===== src/hw/rtl/mtp_pkg.sv =====
// ----------------------------------------------------------------------------
// mtp_pkg
// Shared types and constants of the multichannel tick pwm block.
// ----------------------------------------------------------------------------
`default_nettype none

package mtp_pkg;

  // fixed field widths
  localparam int unsigned CNT_W  = 16;
  localparam int unsigned CHAN_W = 2;
  localparam int unsigned PIN_W  = 3;

  // wide enough for any supported channel index
  localparam int unsigned IDX_W  = 8;

  // parameter defaults
  localparam int unsigned NUM_CHANNELS_DEF = 3;
  localparam int unsigned PERIOD_TICKS_DEF = 256;

  // input word kinds
  typedef enum logic {
    ACT_TICK  = 1'b0,
    ACT_WRITE = 1'b1
  } action_e;

  // per-channel control for one accepted word
  typedef struct packed {
    logic tick;   // accepted tick word
    logic start;  // this tick begins a new period
    logic wr;     // duty write aimed at this channel
  } mtp_ctrl_t;

endpackage

`default_nettype wire


===== src/hw/rtl/mtp_channel.sv =====
// ----------------------------------------------------------------------------
// mtp_channel
// One pwm channel: stored duty, high-time countdown and output level.
// ----------------------------------------------------------------------------
`default_nettype none

module mtp_channel
  import mtp_pkg::*;
#(
  parameter int unsigned PeriodTicks = PERIOD_TICKS_DEF
) (
  input  wire logic             clk_i,
  input  wire logic             rst_ni,
  input  wire mtp_ctrl_t        ctrl_i,
  input  wire logic [CNT_W-1:0] duty_i,
  output logic                  level_d_o
);

  localparam logic [CNT_W-1:0] Period = CNT_W'(PeriodTicks);

  logic [CNT_W-1:0] duty_q, duty_d;
  logic [CNT_W-1:0] cnt_q, cnt_d;
  logic             level_q, level_d;
  logic             running;

  // channel counts only while high and below the period
  assign running = level_q && (cnt_q < Period);

  // next state of store, countdown and level
  always_comb begin
    duty_d  = duty_q;
    cnt_d   = cnt_q;
    level_d = level_q;
    if (ctrl_i.wr) begin
      duty_d = duty_i;
    end
    if (ctrl_i.tick) begin
      if (ctrl_i.start) begin
        cnt_d   = duty_q;
        level_d = (duty_q != '0);
      end else if (running) begin
        cnt_d   = cnt_q - 1'b1;
        level_d = (cnt_q != CNT_W'(1));
      end
    end
  end

  always_ff @(posedge clk_i or negedge rst_ni) begin
    if (!rst_ni) begin
      duty_q  <= '0;
      cnt_q   <= '0;
      level_q <= 1'b0;
    end else begin
      duty_q  <= duty_d;
      cnt_q   <= cnt_d;
      level_q <= level_d;
    end
  end

  assign level_d_o = level_d;

endmodule

`default_nettype wire


===== src/hw/rtl/multichannel_tick_pwm.sv =====
// ----------------------------------------------------------------------------
// multichannel_tick_pwm
// Tick-driven pwm generator with a per-channel duty store.
// ----------------------------------------------------------------------------
// One word is taken every cycle: a tick advances the period counter and all
// channels in parallel, a write stores one channel's duty for the next
// period. Each word gives one result word in the cycle after it is taken,
// held in an output register; the input stalls only while that register
// is full and its reader stalls. Levels of channels 0 to 2 are shown.
`default_nettype none

module multichannel_tick_pwm
  import mtp_pkg::*;
#(
  parameter int unsigned NUM_CHANNELS = NUM_CHANNELS_DEF,
  parameter int unsigned PERIOD_TICKS = PERIOD_TICKS_DEF
) (
  input  wire logic              clk_i,
  input  wire logic              rst_ni,
  // input words
  input  wire logic              in_valid_i,
  output logic                   in_stall_o,
  input  wire logic              action_i,
  input  wire logic [CHAN_W-1:0] channel_i,
  input  wire logic [CNT_W-1:0]  duty_value_i,
  // result words
  output logic                   out_valid_o,
  input  wire logic              out_stall_i,
  output logic [PIN_W-1:0]       pin_levels_o,
  output logic                   period_start_o
);

  localparam logic [CNT_W-1:0] Period = CNT_W'(PERIOD_TICKS);

  logic                    in_accept;
  logic                    is_tick;
  logic                    is_write;
  logic                    start;
  logic [IDX_W-1:0]        chan_idx;
  logic [CNT_W-1:0]        period_q, period_d;
  logic [NUM_CHANNELS-1:0] levels_d;
  logic [PIN_W-1:0]        pins_d;
  mtp_ctrl_t               ctrl [NUM_CHANNELS];

  logic                    out_valid_q, out_valid_d;
  logic [PIN_W-1:0]        pins_q;
  logic                    start_q;

  // handshake
  assign in_stall_o = out_valid_q && out_stall_i;
  assign in_accept  = in_valid_i && !in_stall_o;
  assign is_tick    = in_accept && (action_e'(action_i) == ACT_TICK);
  assign is_write   = in_accept && (action_e'(action_i) == ACT_WRITE);
  assign chan_idx   = IDX_W'(channel_i);

  // period counter, reloads when it would reach zero
  assign start = is_tick && (period_q == CNT_W'(1));

  always_comb begin
    period_d = period_q;
    if (is_tick) begin
      period_d = start ? Period : (period_q - 1'b1);
    end
  end

  always_ff @(posedge clk_i or negedge rst_ni) begin
    if (!rst_ni) begin
      period_q <= CNT_W'(1);
    end else begin
      period_q <= period_d;
    end
  end

  // channels
  for (genvar ch = 0; ch < NUM_CHANNELS; ch++) begin : g_chan
    assign ctrl[ch].tick  = is_tick;
    assign ctrl[ch].start = start;
    assign ctrl[ch].wr    = is_write && (chan_idx == IDX_W'(ch));

    mtp_channel #(
      .PeriodTicks(PERIOD_TICKS)
    ) u_chan (
      .clk_i    (clk_i),
      .rst_ni   (rst_ni),
      .ctrl_i   (ctrl[ch]),
      .duty_i   (duty_value_i),
      .level_d_o(levels_d[ch])
    );
  end

  // visible pins, absent channels read low
  for (genvar b = 0; b < PIN_W; b++) begin : g_pin
    if (b < NUM_CHANNELS) begin : g_on
      assign pins_d[b] = levels_d[b];
    end else begin : g_off
      assign pins_d[b] = 1'b0;
    end
  end

  // output register
  assign out_valid_d = in_accept || (out_valid_q && out_stall_i);

  always_ff @(posedge clk_i or negedge rst_ni) begin
    if (!rst_ni) begin
      out_valid_q <= 1'b0;
    end else begin
      out_valid_q <= out_valid_d;
    end
  end

  always_ff @(posedge clk_i) begin
    if (in_accept) begin
      pins_q  <= pins_d;
      start_q <= start;
    end
  end

  assign out_valid_o    = out_valid_q;
  assign pin_levels_o   = pins_q;
  assign period_start_o = start_q;

endmodule

`default_nettype wire


===== config.mk =====
export PLATFORM = sky130hd
export DESIGN_NAME = multichannel_tick_pwm
export DESIGN_NICKNAME = d
export VERILOG_FILES = /design/src/hw/rtl/mtp_pkg.sv /design/src/hw/rtl/mtp_channel.sv /design/src/hw/rtl/multichannel_tick_pwm.sv
export SDC_FILE = /design/constraint.sdc
export NUM_CORES = 1
export LEC_CHECK = 0
export BUFFER_PORTS_ARGS = -buffer_cell sky130_fd_sc_hd__clkbuf_2
export CORE_ASPECT_RATIO = 2
export CORE_UTILIZATION = 30
export DETAILED_ROUTE_END_ITERATION = 7
export MAX_ROUTING_LAYER = met4
export PLACE_DENSITY = 0.51
export SYNTH_ARGS = -nofsm -noshare
export SYNTH_HDL_FRONTEND = slang
export SYNTH_HIERARCHICAL = 1
export SYNTH_SLANG_ARGS = --single-unit

===== constraint.sdc =====
create_clock -name clk_i -period 4.05 [get_ports clk_i]
set_input_delay 0.2025 -clock clk_i [delete_from_list [all_inputs] [get_ports clk_i]]
set_output_delay 0.2025 -clock clk_i [all_outputs]
set_load 0.02 [all_outputs]

==> reports/summary.txt <==
status: completed
grt met2 use: 33.9%
Layout fillers: 2067
area of the multi-input gates: 2870 µm²
Initial Util: 30.6%
leakage: 0.00292 µW
Fmax achieved: 0.309 GHz
Layout Utilization: 35.9%
ranking of synthesized cells by area: dfrtp_1, mux2_2, nor4_1
H-tree lvl count: 4
prevailing post-synth register cell: dfrtp_1
GRT Resource Usage Total: 19.1%
worst path arrival time: 3.49 ns
CTS max path bufs: 2
dpl cell area: 6540 µm²
PostCTS Resize Cnt: 0
clock transition at the registers of the reported paths: 0.06 ns
Worst VDD drop: 266 µV
CP Data Required Time: 4.31 ns
antenna violations before repair: 0
# DRC: 0
post-route setup TNS: 0 ns
Hold Crit Class: in2reg
CTS Buf Count: 17
I/O Buffers: 28
Synth async-reset ratio: 96.7%
DRT antenna net count: 0
post-CTS setup repair buffer count: 0
Final period util: 79.8%
total clock sinks: 120
Mapped Cells: 580
post-synthesis sequential area ratio: 49.6%
Crit. End Element: flip-flop
diodes inserted: 0
Clock Latency Late Sink: 0.41 ns
layout cells sized above 1: 19.0%
core area: 19900 µm²
Reg area: 3020 µm²
Layout area overhead: 17.3%
CTS tree: done
Syn Area/Cell: 10.5 µm²
routing usage on met1: 19.3%
total gr overflow: 0
Setup CP Type: in2reg
Hold Buf Count CTS: 2
Finished Cell Area: 7150 µm²
vias per cell: 5.58
initial DRC count: 330
Syn Nets: 611
total number of vias: 4952
number of synthesized flops with an enable pin: 4
first-pass GRT wire length: 28600 µm
GPL Wtd Cong: 0.861
Die Wd: 103 µm
largest net degree at the start of global routing: 56
DIE AREA: 20900 µm²
CTS Root Cell: clkbuf_16
Period minus WS final: 3.23 ns
Synth warnings: 6
post-synthesis cell type count: 64
synthesized area: 6100 µm²
final setup vio count: 0
RSZ-0062 raised after global routing: no
relative slew slack: 24.8%
clk_skew: 0.00985 ns
row count: 73
# nets final: 644
Power Total: 3540 µW
met3 GRT Util: 3.05%
WL final: 17900 µm
Worst-Margin Slew: 1.13 ns
Yosys top cell area share: 47.2%
Slew Limit Fails: 0
wire length per cell: 20.1 µm
DR pass1 iterations: 5
GRT busiest layer: met2
Fin. Hold Viols: 0
Die Ht: 204 µm
PwrDens: 495 nW/µm²
vias in the first global route: 5090
HPWL Detailed: 13300 µm
#FFs+latches synth: 120
leading area contributor after synthesis: dfrtp_1
Crit Path Max Fanout: 23
I/O pin total: 29
max cap viols: 0
Startpoint Class: primary input
## registers in the layout, indices dropped and copies added (netlist names)
name,cells
period_q,16
period_start_o,1
out_valid_o,1
g_chan.u_chan/level_q,3
pin_levels_o,3
g_chan.u_chan/duty_q,48
g_chan.u_chan/cnt_q,48
## path summary, 6_finish.rpt
path / startpoint / to / slack (ns) / cells past startpoint
max reg2reg: out_valid_o / g_chan[0].u_chan/cnt_q[1] / 0.85 / 9
min reg2reg: g_chan[2].u_chan/duty_q[2] / g_chan[2].u_chan/duty_q[2] / 0.53 / 1
min: duty_value_i[14] / g_chan[2].u_chan/duty_q[14] / 0.07 / 2
min in group asynchronous: rst_ni / g_chan[0].u_chan/cnt_q[1] / 0.39 / 2
max in group asynchronous: rst_ni / period_q[0] / 2.66 / 3
max: in_valid_i / g_chan[0].u_chan/cnt_q[1] / 0.82 / 11
## metal layers
layer,wire length [µm],share of wire [%]
met1,6520,36
met2,9890,55
met3,555,3.1
met4,921,5.1
met5,0,0
## area by class of cell
| type | instances | area share [%] |
|---|---|---|
| Sequential cell | 120 | 42.3 |
| Inverter | 29 | 1.52 |
| Clock buffer | 22 | 6.63 |
| Multi-Input combinational cell | 406 | 40.1 |
| Timing Repair Buffer | 39 | 3.22 |
| Tap cell | 262 | 4.58 |
| Clock inverter | 10 | 1.64 |
## Yosys cell counts, types with 4 or more instances
master,n
o22ai_1,8
xnor2_1,4
or4_4,5
a211oi_1,8
mux2_2,32
nor4_1,26
o21ai_0,23
mux2i_1,11
inv_1,29
o211ai_1,8
or3_1,10
o41ai_1,5
nor4b_1,5
a22oi_1,13
nor3b_1,10
o31ai_1,7
nor3_1,16
and2_1,6
mux2_1,14
nor2b_1,4
edfxtp_1,4
ha_1,8
nand4_1,11
a21oi_1,28
nand3_1,15
nand2_1,30
or4_1,11
clkbuf_1,18
a32oi_1,4
dfrtp_1,115
nor2_1,39
## placed cells by master, fill, tap and decap left out, types with 14 or more instances in the layout
| master | instances |
|---|---|
| a21oi_1 | 28 |
| clkbuf_16 | 17 |
| clkbuf_2 | 27 |
| dfrtp_1 | 115 |
| inv_1 | 29 |
| mux2_1 | 14 |
| mux2_2 | 32 |
| nand2_1 | 30 |
| nand3_1 | 15 |
| nor2_1 | 39 |
| nor3_1 | 15 |
| nor4_1 | 26 |
| o21ai_0 | 23 |
## power by group
group	total (µW)	internal [µW]	switching, µW
Combinational	393	199	194
Sequential	1640	1400	236
Clock	1510	956	558
Total	3540	2560	988
## cell families after synthesis
| group | after synthesis | share of synthesized area (%) |
|---|---|---|
| AND/OR/NAND/NOR | 206 | 19.7 |
| buffers and inverters | 54 | 3.55 |
| multiplexers | 57 | 10.3 |
| XOR/XNOR | 5 | 0.718 |
| adder cells (fa/ha/maj) | 8 | 1.64 |
| AO/OA/AOI/OAI | 130 | 14.5 |
| flip-flops | 120 | 49.6 |
## metrics by stage
stage          hold slack (ns)  cells  setup slack [ns]
6_report                0.0661    888             0.818
5_1_grt                 0.0565    888             0.441
4_1_cts                 0.0480    888             0.775
3_5_place_dp             0.313    854             0.809
3_3_place_gp             0.297    854             0.961
2_1_floorplan          -0.0931    580              1.26
## critical path, cell delays in order
cell and delay [ns]:
dlygate4sd3_1 0.53, clkbuf_2 0.10, a21bo_2 0.26, inv_1 0.20, nand2b_1 0.14, inv_1 0.39
buf_4 0.29, nor4b_4 0.32, a41oi_2 0.53, a211oi_1 0.43, a21oi_1 0.07
No activity file was read; power rests on OpenSTA's default activity.
